==> config.mk <==
export PLATFORM = sky130hd
export DESIGN_NAME = hufd_ctrl
export DESIGN_NICKNAME = d
export VERILOG_FILES = /design/src/assert_macros.svh /design/src/hufd_pkg.sv /design/src/hufd_ctrl.sv
export SDC_FILE = /design/constraint.sdc
export NUM_CORES = 1
export LEC_CHECK = 0
export ABC_AREA = 0
export ABC_CLOCK_PERIOD_IN_PS = 2000
export BUFFER_PORTS_ARGS = -buffer_cell sky130_fd_sc_hd__buf_2
export CAP_MARGIN = 20
export CORE_AREA = 8 8 45 47
export CTS_BUF_LIST = sky130_fd_sc_hd__clkbuf_8
export DETAILED_ROUTE_END_ITERATION = 10
export DIE_AREA = 0 0 53 55
export SYNTH_ARGS = -nofsm -noshare
export SYNTH_HDL_FRONTEND = slang
export SYNTH_SLANG_ARGS = --single-unit
==> constraint.sdc <==
create_clock -name clk -period 2 [get_ports clk]
set_input_delay 0.5 -clock clk [delete_from_list [all_inputs] [get_ports clk]]
set_output_delay 0.5 -clock clk [all_outputs]
set_load 0.01 [all_outputs]
==> src/assert_macros.svh <==
// ----------------------------------------------------------------------------
// assert_macros.svh
// assertion helpers used by the decoder datapath; empty under synthesis
// ----------------------------------------------------------------------------
`ifndef ASSERT_MACROS_SVH
`define ASSERT_MACROS_SVH

`ifndef SYNTHESIS
// same-cycle implication, disabled while in reset
`define HUFD_ASSERT_IMP(lbl, clk_s, rstn_s, ante, cons) \
  lbl: assert property (@(posedge clk_s) disable iff (!rstn_s) (ante) |-> (cons)) \
    else $error("hufd assertion failed");
// next-cycle implication, disabled while in reset
`define HUFD_ASSERT_NXT(lbl, clk_s, rstn_s, ante, cons) \
  lbl: assert property (@(posedge clk_s) disable iff (!rstn_s) (ante) |=> (cons)) \
    else $error("hufd assertion failed");
`else
`define HUFD_ASSERT_IMP(lbl, clk_s, rstn_s, ante, cons)
`define HUFD_ASSERT_NXT(lbl, clk_s, rstn_s, ante, cons)
`endif

`endif

==> src/hufd_pkg.sv <==
// ----------------------------------------------------------------------------
// hufd_pkg
// types and constants of the huffman tree walk decoder
// ----------------------------------------------------------------------------
package hufd_pkg;

  localparam int IDX_W  = 9;
  localparam int SYM_W  = 8;
  localparam int BYTE_W = 8;
  localparam int CNT_W  = 4;

  localparam logic [CNT_W-1:0] BITS_PER_BYTE = 4'd8;
  localparam logic [SYM_W-1:0] END_RESET     = 8'h2A;

  // input mode codes
  localparam logic MODE_LOAD   = 1'b0;
  localparam logic MODE_DECODE = 1'b1;

  // register select, paddr bit 2
  localparam logic REG_ROOT = 1'b0;
  localparam logic REG_END  = 1'b1;

  typedef struct packed {
    logic              mode;
    logic [IDX_W-1:0]  node_index;
    logic [IDX_W-1:0]  left_child;
    logic [IDX_W-1:0]  right_child;
    logic              is_leaf;
    logic [SYM_W-1:0]  leaf_symbol;
    logic [BYTE_W-1:0] data_byte;
    logic              final_byte;
  } hufd_in_t;

  typedef struct packed {
    logic [SYM_W-1:0] symbol;
    logic             is_end;
    logic             last;
  } hufd_out_t;

  // controller to datapath
  typedef struct packed {
    logic load;        // write one node entry
    logic dec_start;   // latch a decode byte
    logic halt_final;  // final byte while halted: rearm
    logic rd_cur;      // read the entry at the walk position
    logic step;        // consume one code bit, read the child
    logic emit;        // leaf reached: queue its result
    logic flush;       // end of byte: release the held result
  } hufd_cmd_t;

  // datapath to controller
  typedef struct packed {
    logic halted;
    logic leaf_hit;
    logic is_end_sym;
    logic bits_left;
    logic can_push;
  } hufd_stat_t;

endpackage

==> src/hufd_ctrl.sv <==
// ----------------------------------------------------------------------------
// hufd_ctrl
// sequencer of the tree walk: accept, read, walk bit by bit, flush
// ----------------------------------------------------------------------------
module hufd_ctrl (
  input  logic                 clk,
  input  logic                 rst_n,
  input  logic                 in_valid,
  input  logic                 in_mode,
  input  logic                 in_final,
  output logic                 in_stall,
  input  hufd_pkg::hufd_stat_t stat,
  output hufd_pkg::hufd_cmd_t  cmd
);

  typedef enum logic [3:0] {
    ST_IDLE  = 4'b0001,
    ST_READ  = 4'b0010,
    ST_WALK  = 4'b0100,
    ST_FLUSH = 4'b1000
  } hufd_state_t;

  hufd_state_t state_r, state_nxt;

  always_comb begin
    state_nxt = state_r;
    cmd       = '0;
    case (state_r)
      ST_IDLE: begin
        if (in_valid) begin
          if (in_mode == hufd_pkg::MODE_LOAD) begin
            cmd.load = 1'b1;
          end else if (stat.halted) begin
            cmd.halt_final = in_final;
          end else begin
            cmd.dec_start = 1'b1;
            state_nxt     = ST_READ;
          end
        end
      end
      ST_READ: begin
        cmd.rd_cur = 1'b1;
        state_nxt  = ST_WALK;
      end
      ST_WALK: begin
        if (stat.leaf_hit) begin
          if (stat.can_push) begin
            cmd.emit = 1'b1;
            if (stat.is_end_sym || !stat.bits_left) begin
              state_nxt = ST_FLUSH;
            end else begin
              state_nxt = ST_READ;
            end
          end
        end else if (stat.bits_left) begin
          cmd.step = 1'b1;
        end else begin
          state_nxt = ST_FLUSH;
        end
      end
      ST_FLUSH: begin
        if (stat.can_push) begin
          cmd.flush = 1'b1;
          state_nxt = ST_IDLE;
        end
      end
      default: begin
        state_nxt = ST_IDLE;
      end
    endcase
  end

  always_ff @(posedge clk) begin
    if (!rst_n) begin
      state_r <= ST_IDLE;
    end else begin
      state_r <= state_nxt;
    end
  end

  assign in_stall = (state_r != ST_IDLE);

endmodule

After elaboration in Yosys (flattened, before gate mapping)
Index checks and enable logic that the tools add are counted.

Bits in registers: 4. Bits in latches: 0. Bits in writable memories: 0. ROM bits: 0. Input bits: 10. Output and inout port bits: 8. Logic and storage cells: 37. Memories kept: 0.

Add/sub/neg operators: 0. $mul: 0. Divide/modulo/power cells: 0. Magnitude comparators: 0. Eq/ne operators: 11. Shift operators: 0. Mux-type cells: 22. Bitwise gates (word level): 0. Reduce and logical (&&, ||, !) cells: 3.

Operator list (count): two-way mux 4 bit (8); case mux 4 bit (4 select lines) (1); two-way mux 1 bit (9); != test 2 bit, second input constant (4); two-way mux 3 bit (2); != test 3 bit, second input constant (2); AND reduction 6 bit (1); equality test 4 x 1 -> 1 bit, second input constant (1); equality test 4 x 2 -> 1 bit, second input constant (1); equality test 4 x 3 -> 1 bit, second input constant (1); equality test 4 bit, second input constant (1); two-way mux 2 bit (2); != test 4 x 1 -> 1 bit, second input constant (1); logical NOT 1 bit (1); logical OR 1 bit (1).

Depth between registers and ports, before layout
Gate-level depths: netlist (run 1).

Depth in word-level cells: 6. Gate-level depth with buffers: 6. Depth with buffers taken out: 6.

Worst setup path after synthesis (run 1)
Ideal clock, no wire load.

Path kind: flip-flop to output port. Start point: reg state_r[3]. End point: out cmd[2] (netlist bit). Data arrival time: 1.104 ns. Required time: 1.500 ns. Path slack: 0.396 ns. Stages on the path, launching flop included: 3. Path buffers: 0. Cell sequence: dfxtp_1 or4b_4 nor2_1.

RTL lines: start, declared (RTL line hufd_ctrl.sv:23) `hufd_state_t state_r, state_nxt;`; start signal, assigned (RTL line hufd_ctrl.sv:77) `state_r <= state_nxt;`; end, declared (RTL line hufd_ctrl.sv:13) `output hufd_pkg::hufd_cmd_t cmd`.

==> flow_summary_export.csv, run 1 <==
group,metric,value,unit
run_status,outcome,"finished, final reports clean",
clocking,cts_tree,"built",
logic_synthesis,yosys.cell_count.top_type,"nor2_1",
global_routing,grt_pass1_wl,1.39,mm
clocking,postCtsHoldBufs,0,
sta,finClkSkew,2.98,ps
setup_path,r2r-end,"state_r[1]$_SDFFE_PN0P_",
floorplanning,rows,14,
pwr,swShare,33.5,%
sta,fin_crit_sh,97.3,%
run,drv_cap,0,
sta,hold_violations,0,
setup_path,rr_startpoint,"state_r[3]$_SDFFE_PN0P_",
pwr,leakage,0.000221,uW
setup_path,cp-start-kind,"register",
logic_synthesis,netlist_instances,37,
placed_design,gp_congestion,0.781,
cells_and_area,reg_top3,"state_r: 4 flops",
global_routing,antenna_found_initial,0,
pwr,ir_drop,369,uV
logic_synthesis,yosys.area.top_type,"dfxtp_1",
clocking,cts_num_sinks,4,
route,routedWlPerCell,12.2,um
clocking,cts-root-buf,"clkbuf_8",
logic_synthesis,syn_area_per_cell,8.49,um^2
sta,slew-limit-headroom,66.6,%
setup_path,ff2ff_path_depth,4,
logic_synthesis,synth_top_area_share,25.5,%
route,via_per_inst,4.81,
pwr,power_frac_clock,37.3,%
floorplanning,die_x,53,um
logic_synthesis,yosysWarnings,0,
global_routing,grt_pass1_vias,326,
cells_and_area,final_area,477,um^2
logic_synthesis,yosysUniqueCellTypes,22,
global_routing,grt_usage,6.56,%
clocking,cts_buffers,3,
cells_and_area,n_fill_cell,157,
floorplanning,core_area,1380,um^2
pwr,power.switching,150,uW
clocking,htreeDepth,1,
cells_and_area,nets,69,
hold_path,min_path_type,"input pin to register",
logic_synthesis,yosysSeqAreaShare,25.5,%
floorplanning,die_h,55,um
pwr,power.total,448,uW
placed_design,hpwlAfterDp,727,um
pwr,p_seq_share,26.5,%
pwr,internal_power,298,uW
cells_and_area,multi_input_area,241,um^2
floorplanning,ioPinCount,18,
cells_and_area,regArea,81.3,um^2
sta,grt_setup_unrepaired,"false",
global_routing,grt_start_max_net_pins,9,
route,drt_pass1_iterations,2,
sta,whs,553,ps
floorplanning,initial_core_util,22.7,%
floorplanning,die_area,2920,um^2
setup_path,cp.required,1500,ps
logic_synthesis,synth_top_cells_by_count,"nor2_1 (5), dfxtp_1 (4), nand2_1 (3)",
placed_design,dpl-instance-area,419,um^2
placed_design,port_buffers,17,
cells_and_area,drive_gt1_share,50.9,%
route,drt_iter0_drc,8,
setup_path,arrival,1450,ps
hold_path,hp-start,"rst_n",
hold_path,hold_end,"state_r[0]$_SDFFE_PN1P_",
route,drc,0,
route,detail-route-antenna-nets,0,
setup_path,r2r_setup_slack,500,ps
route,vias,351,
cells_and_area,largest_register,"state_r",
pwr,p_per_area,940,nW/um^2
clocking,cts_buffer_depth,2,
hold_path,holdPathStages,2,
logic_synthesis,synth_edf_count,0,
setup_path,cp_max_fo,8,
logic_synthesis,ys_ff_latch,4,
sta,tightest_slew,494,ps
cells_and_area,n_antenna_cell,0,
setup_path,cp-end-kind,"primary output",
logic_synthesis,ys.flop_type,"dfxtp_1",
clocking,clk_latency,220,ps
cells_and_area,largest_register_ffs,4,
sta,setup_viol_count_final,0,
sta,tns,0,ps
logic_synthesis,synth_nets,47,
sta,finalCriticalPeriod,1950,ps
route,routed_wl,894,um
sta,max_freq,514,MHz
sta,maxSlewViolCount,0,
pwr,p_comb_share,36.2,%
logic_synthesis,synthArstFlopShare,0,%
cells_and_area,area_delta_synth_final,51.8,%
logic_synthesis,syn_area,314,um^2
logic_synthesis,synth.area.top_cells,"dfxtp_1 (25%), nor2_1 (6.0%), nor4b_1 (5.6%), a21oi_4 (5.2%), nand3b_1 (4.8%)",
global_routing,overflow,0,
clocking,clkTransAtPathRegs,30,ps
setup_path,path_class,"register to primary output",
-- worst max-delay path, stage by stage (launching register included) --
cell and delay [ps]:
dfxtp_1 380, or4b_4 600, nor2_1 110, buf_2 130
-- layer usage --
| layer | GRT usage, % | wire length, um | share of wire (%) | vias up |
|---|---|---|---|---|
| li1 | - | - | - | 179 |
| met1 | 6.85 | 346 | 39 | 152 |
| met2 | 9.38 | 341 | 38 | 18 |
| met3 | 4.81 | 189 | 21 | 2 |
| met4 | 3.88 | 16 | 1.8 | 0 |
| met5 | 0 | 0 | 0 | - |
-- area by class of cell --
class | instances | area share, %
clock buffers | 3 | 8.66
inverters | 2 | 1.57
multi-input cells | 31 | 50.7
flip-flops and latches | 4 | 17.1
repair buffers | 17 | 17.8
well taps | 16 | 4.20
-- power by group through the flow --
| stage | Clock [uW] | Sequential [uW] | Combinational [uW] |
|---|---|---|---|
| 6_report | 167 | 119 | 162 |
| 5_1_grt | 177 | 121 | 180 |
| 4_1_cts | 169 | 111 | 155 |
| 3_5_place_dp | 0 | 112 | 154 |
| 3_3_place_gp | 0 | 113 | 153 |
| 2_1_floorplan | 0 | 109 | 107 |
-- worst max path at each step --
stage | start | endpoint | slack, ps | cells after the start
detailed placement | state_r[3]$_SDFFE_PN0P_ | cmd[1] | 290 | 3
finish | state_r[3]$_SDFFE_PN0P_ | cmd[2] | 50 | 3
CTS | state_r[3]$_SDFFE_PN0P_ | cmd[1] | 50 | 3
floorplan | state_r[3]$_SDFFE_PN0P_ | cmd[2] | 400 | 2
global placement | state_r[3]$_SDFFE_PN0P_ | cmd[1] | 270 | 3
global route | state_r[3]$_SDFFE_PN0P_ | cmd[2] | 2 | 3
-- metrics by stage --
stage,std cells,setup slack (ps),util (%)
after floorplan,37,396,-
after global placement,70,265,30.3
after detailed placement,70,288,30.3
after CTS,73,49.7,33.3
after global routing,73,1.75,34.4
final,73,54.6,34.4
-- what timing repair did --
action / CTS / global route
resized for setup: 0 / 3
setup endpoints to repair: 0 / 3
buffers inserted: 0 / 0
-- cells by family after synthesis --
group                  synth area share, %
buffers and inverters                 2.39
muxes                                 3.19
DFF                                   25.5
and+or+nand+nor                       51.0
AOI/OAI and AO/OA                     17.9
-- cell usage in the layout, fill, tap and decap left out --
cell,count
a21boi_2,1
nor2_1,5
dfxtp_2,1
a21oi_2,1
buf_2,17
nand2_1,3
mux2i_1,1
a21oi_4,1
inv_1,2
nor3_2,1
nor4_4,1
nor4b_2,1
nand3_1,2
o211ai_1,1
o21ai_0,1
and4_2,1
nor4b_1,1
nand3b_1,2
and3_1,2
clkbuf_8,3
or4_1,1
or3b_1,1
o21a_1,1
dfxtp_1,3
or4b_4,1
nand2b_1,2
No activity file was read; power rests on OpenSTA's default activity.
==> run 2: changes to the inputs <==
==> constraint.sdc (replaced) <==
create_clock -name clk -period 2 [get_ports clk]
set_input_delay 0.3 -clock clk [delete_from_list [all_inputs] [get_ports clk]]
set_output_delay 0.3 -clock clk [all_outputs]
set_load 0.01 [all_outputs]
==> run 2 against run 1 <==
Design area fell by 3.4%. Clock skew fell by 2.4 ps. Hold slack got worse by 200 ps. Via count fell by 1.7%. Critical endpoint is now cmd[1]. Global-route usage fell by 0.22 points. Count of clock-buffer cells in the layout did not move.
==> flow_summary_export.csv, run 2 (synthesized netlist as in run 1, its figures left out) <==
group,metric,value,unit
run_status,outcome,"finished, final reports clean",
setup_path,ff2ff_path_depth,6,
setup_path,r2r_setup_slack,540,ps
setup_path,path_cells,"nor4b_1, and3_1, buf_2",
hold_path,min_path_type,"input pin to register",
floorplanning,die_h,55,um
clocking,clk_latency,210,ps
setup_path,cpPeakStageDelay,560,ps
cells_and_area,final_cell_mix,"buf_2 (17), nor2_1 (5), dfxtp_1 (4)",
cells_and_area,largest_register,"state_r",
setup_path,rr_startpoint,"state_r[0]$_SDFFE_PN1P_",
route,routed_wl,866,um
cells_and_area,nets,69,
sta,hold_violations,0,
global_routing,grt_pass1_wl,1.34,mm
global_routing,overflow,0,
setup_path,cp_max_fo,8,
setup_path,cp.required,1700,ps
setup_path,arrival,1480,ps
sta,grt_setup_unrepaired,"false",
route,via_per_inst,4.73,
global_routing,grt_start_max_net_pins,9,
clocking,htreeDepth,1,
clocking,postCtsSetupBuffers,0,
pwr,leakage,0.000217,uW
floorplanning,die_x,53,um
setup_path,cp-start-kind,"register",
route,drt_iter0_drc,1,
cells_and_area,final_common_cell,"buf_2",
pwr,ir_drop,391,uV
clocking,cts_resized,0,
hold_path,hp-start,"rst_n",
placed_design,port_buffers,17,
clocking,clkTransAtPathRegs,30,ps
sta,finClkSkew,0.533,ps
floorplanning,rows,14,
hold_path,holdPathStages,2,
global_routing,grt_pass1_vias,327,
sta,slew-limit-headroom,62.2,%
pwr,p_per_area,934,nW/um^2
sta,maxSlewViolCount,0,
setup_path,cp-end-kind,"primary output",
hold_path,hold_end,"state_r[0]$_SDFFE_PN1P_",
route,vias,345,
floorplanning,initial_core_util,22.7,%
cells_and_area,final_util,33.3,%
sta,finalCriticalPeriod,1780,ps
sta,setup_viol_count_final,0,
sta,tightest_slew,559,ps
sta,fin_ws,222,ps
global_routing,grt_usage,6.34,%
cells_and_area,reg_top3,"state_r: 4 flops",
placed_design,pre_cts_ws,481,ps
route,routedWlPerCell,11.9,um
run,drv_cap,0,
route,drc,0,
setup_path,path_class,"register to primary output",
placed_design,hpwlAfterDp,740,um
clocking,cts-root-buf,"clkbuf_8",
sta,max_freq,562,MHz
clocking,cts_tree,"built",
placed_design,dpl-instance-area,419,um^2
route,drt_pass1_iterations,2,
setup_path,cpMaxStageDelayCell,"nor4b_1",
floorplanning,die_area,2920,um^2
cells_and_area,drive_gt1_share,47.4,%
placed_design,gp_congestion,0.781,
cells_and_area,n_antenna_cell,0,
clocking,cts_buffer_depth,2,
global_routing,antenna_found_initial,0,
clocking,cts_num_sinks,4,
sta,tns,0,ps
sta,fin_crit_sh,88.9,%
clocking,postCtsHoldBufs,0,
clocking,cts_buffers,3,
cells_and_area,area_delta_synth_final,46.6,%
floorplanning,core_area,1380,um^2
setup_path,r2r-end,"state_r[1]$_SDFFE_PN0P_",
cells_and_area,largest_register_ffs,4,
route,detail-route-antenna-nets,0,
floorplanning,ioPinCount,18,
cells_and_area,final_area,460,um^2
-- run 2: how the worst max path moves through the flow --
stage / from / end
global placement: state_r[3]$_SDFFE_PN0P_ / cmd[1]
CTS: state_r[3]$_SDFFE_PN0P_ / cmd[1]
finish: state_r[3]$_SDFFE_PN0P_ / cmd[1]
floorplan: state_r[3]$_SDFFE_PN0P_ / cmd[2]
global route: state_r[3]$_SDFFE_PN0P_ / cmd[1]
detailed placement: state_r[3]$_SDFFE_PN0P_ / cmd[1]
-- run 2: cell type report --
| class | count | area, um^2 |
|---|---|---|
| timing repair buffer | 17 | 85.1 |
| clock buffer | 3 | 41.3 |
| multi-input combinational | 31 | 226 |
| fill | 154 | 923 |
| inverter | 2 | 7.51 |
| sequential | 4 | 80.1 |
| tap | 16 | 20.0 |
-- run 2: per-layer routing --
layer | global-route usage (%) | part of all wire [%] | vias to the layer above
met5 | 0 | 0 | -
li1 | - | - | 179
met4 | 5.17 | 1.7 | 0
met1 | 6.69 | 45 | 146
met2 | 9.38 | 37 | 18
met3 | 3.21 | 16 | 2
-- run 2: critical path, delay by kind of cell (launching register included) --
| family | cells | cell delay (ps) |
|---|---|---|
| and+or+nand+nor | 2 | 780 |
| DFF | 1 | 360 |
| buffers and inverters | 1 | 120 |
-- run 2: per-stage QoR --
step,hold slack (ps),power [uW],cells
3_5_place_dp,556,267,70
4_1_cts,348,439,73
5_1_grt,357,461,73
2_1_floorplan,389,216,37
6_report,353,430,73
3_3_place_gp,540,266,70
-- run 2: power breakdown --
group | internal [uW] | switching [uW] | total, uW | leakage, uW
logic | 67.7 | 86.3 | 154 | 0.000162
clock network | 128 | 37.0 | 165 | 0.0000216
registers | 94.1 | 17.2 | 111 | 0.0000326
total | 290 | 140 | 430 | 0.000217
==> run 3: changes to the inputs <==
ABC_CLOCK_PERIOD_IN_PS = 1650   (was 2000)
clock period = 1.65 ns   (was 2 ns; I/O delays follow)
==> run 3 against run 2 <==
Register-to-register slack got worse by 430 ps. Largest power group unchanged. Total power is 27% higher. First-iteration DRC count rose to 7.0 times the previous value. Hold slack got worse by 51 ps. Critical path depth unchanged. Largest cell class unchanged.
==> flow_summary_export.csv, run 3 (synthesized netlist as in run 1, its figures left out) <==
group,metric,value,unit
run_status,outcome,"finished, final reports clean",
route,drt_iter0_drc,7,
sta,slew-limit-headroom,78.0,%
cells_and_area,nets,70,
cells_and_area,n_antenna_cell,0,
placed_design,gp_congestion,0.781,
setup_path,cp-start-kind,"register",
floorplanning,rows,14,
hold_path,min_path_type,"input pin to register",
clocking,htreeDepth,1,
placed_design,port_buffers,17,
route,drc,0,
floorplanning,die_area,2920,um^2
pwr,power.switching,184,uW
route,routedWlPerCell,12.1,um
route,vias,354,
cells_and_area,largest_register,"state_r",
global_routing,met3_usage,4.81,%
pwr,ir_drop,453,uV
sta,finClkSkew,2.95,ps
sta,whs,303,ps
global_routing,grt_pass1_wl,1.43,mm
global_routing,use_met2,9.77,%
floorplanning,die_h,55,um
cells_and_area,final_common_cell,"buf_2",
clocking,postCtsHoldBufs,0,
sta,tightest_slew,329,ps
route,detail-route-antenna-nets,0,
cells_and_area,area_delta_synth_final,57.0,%
clocking,cts_buffers,3,
clocking,cts-root-buf,"clkbuf_8",
run,drv_cap,0,
floorplanning,initial_core_util,22.7,%
global_routing,grt_usage,6.72,%
clocking,clk_latency,220,ps
floorplanning,core_area,1380,um^2
sta,hold_violations,0,
global_routing,grt_busiest_layer,"met2",
global_routing,grt_start_max_net_pins,9,
pwr,p_seq_share,26.6,%
route,routed_wl,896,um
sta,finalCriticalPeriod,1600,ps
route,via_per_inst,4.78,
global_routing,met1_usage,7.00,%
sta,tns,0,ps
cells_and_area,final_cell_mix,"buf_2 (17), nor2_1 (5), nand2_1 (3), clkbuf_8 (3), dfxtp_2 (3)",
clocking,cts_tree,"built",
setup_path,r2r_setup_slack,110,ps
cells_and_area,reg_top3,"state_r: 4 flops",
pwr,leakage,0.000227,uW
global_routing,grt_pass1_vias,330,
clocking,cts_buffer_depth,2,
sta,max_freq,625,MHz
global_routing,antenna_found_initial,0,
clocking,clkTransAtPathRegs,30,ps
sta,fin_crit_sh,96.9,%
pwr,p_comb_share,36.3,%
setup_path,path_class,"register to primary output",
sta,maxSlewViolCount,0,
global_routing,overflow,0,
sta,grt_setup_unrepaired,"false",
floorplanning,ioPinCount,18,
clocking,cts_num_sinks,4,
cells_and_area,n_fill_cell,154,
route,drt_pass1_iterations,4,
setup_path,cp-end-kind,"primary output",
setup_path,cp.required,1400,ps
setup_path,cp_max_fo,8,
pwr,swShare,33.7,%
setup_path,arrival,1350,ps
sta,setup_viol_count_final,0,
floorplanning,die_x,53,um
placed_design,hpwlAfterDp,727,um
pwr,power_frac_clock,37.0,%
pwr,internal_power,362,uW
cells_and_area,largest_register_ffs,4,
pwr,p_per_area,1110,nW/um^2
cells_and_area,drive_gt1_share,56.9,%
==> run 3: changes by cell type in the layout (fill, tap and decap cells not counted), sizes merged <==
cell and delta:
buf +1
==> run 3: final timing paths <==
kind / endpoint / cells past startpoint / start
worst min-delay path: state_r[0]$_SDFFE_PN1P_ / 2 / rst_n
worst max register to register: state_r[1]$_SDFFE_PN0P_ / 5 / state_r[3]$_SDFFE_PN0P_
worst min register to register: state_r[3]$_SDFFE_PN0P_ / 2 / state_r[3]$_SDFFE_PN0P_
worst max-delay path: cmd[2] / 3 / state_r[3]$_SDFFE_PN0P_
==> run 3: through the flow <==
stage                     power, uW  setup WS, ps  utilization (%)  instance area (um^2)  std cells
after floorplan                 262           279                -                   314         37
after global placement          322           168             30.3                   419         70
after detailed placement        323           189             30.3                   419         70
after CTS                       544          6.44             34.4                   477         73
after global routing            582          5.59             35.6                   493         74
final                           546          51.2             35.6                   493         74
==> run 3: timing repair <==
action	4_1_cts	5_1_grt
endpoints found under the setup margin	4	5
pin swaps	0	2
gates cloned	0	0
resized for setup	3	3
buffers inserted	0	1
==> run 3: power by group through the flow <==
stage / registers, uW / logic, uW / clock network, uW
6_report: 145 / 198 / 202
3_5_place_dp: 136 / 187 / 0
4_1_cts: 140 / 199 / 205
3_3_place_gp: 137 / 185 / 0
5_1_grt: 149 / 219 / 215
2_1_floorplan: 132 / 130 / 0
==> run 3: metal layers <==
metal	up-vias	wire length (um)
li1	181	-
met1	151	333
met2	20	350
met3	2	196
met4	0	16
met5	-	0
==> run 3: critical path, stage by stage (launching register included) <==
cell and delay (ps):
dfxtp_2 360, or4b_4 540, nor2_1 100, buf_2 130
==> run 3: cell type report <==
type / count / area [um^2] / area share, %
multi-input cells: 31 / 248 / 50.3
repair buffers: 18 / 92.6 / 18.8
flip-flops and latches: 4 / 83.8 / 17.0
clock buffers: 3 / 41.3 / 8.38
well taps: 16 / 20.0 / 4.06
inverters: 2 / 7.51 / 1.52
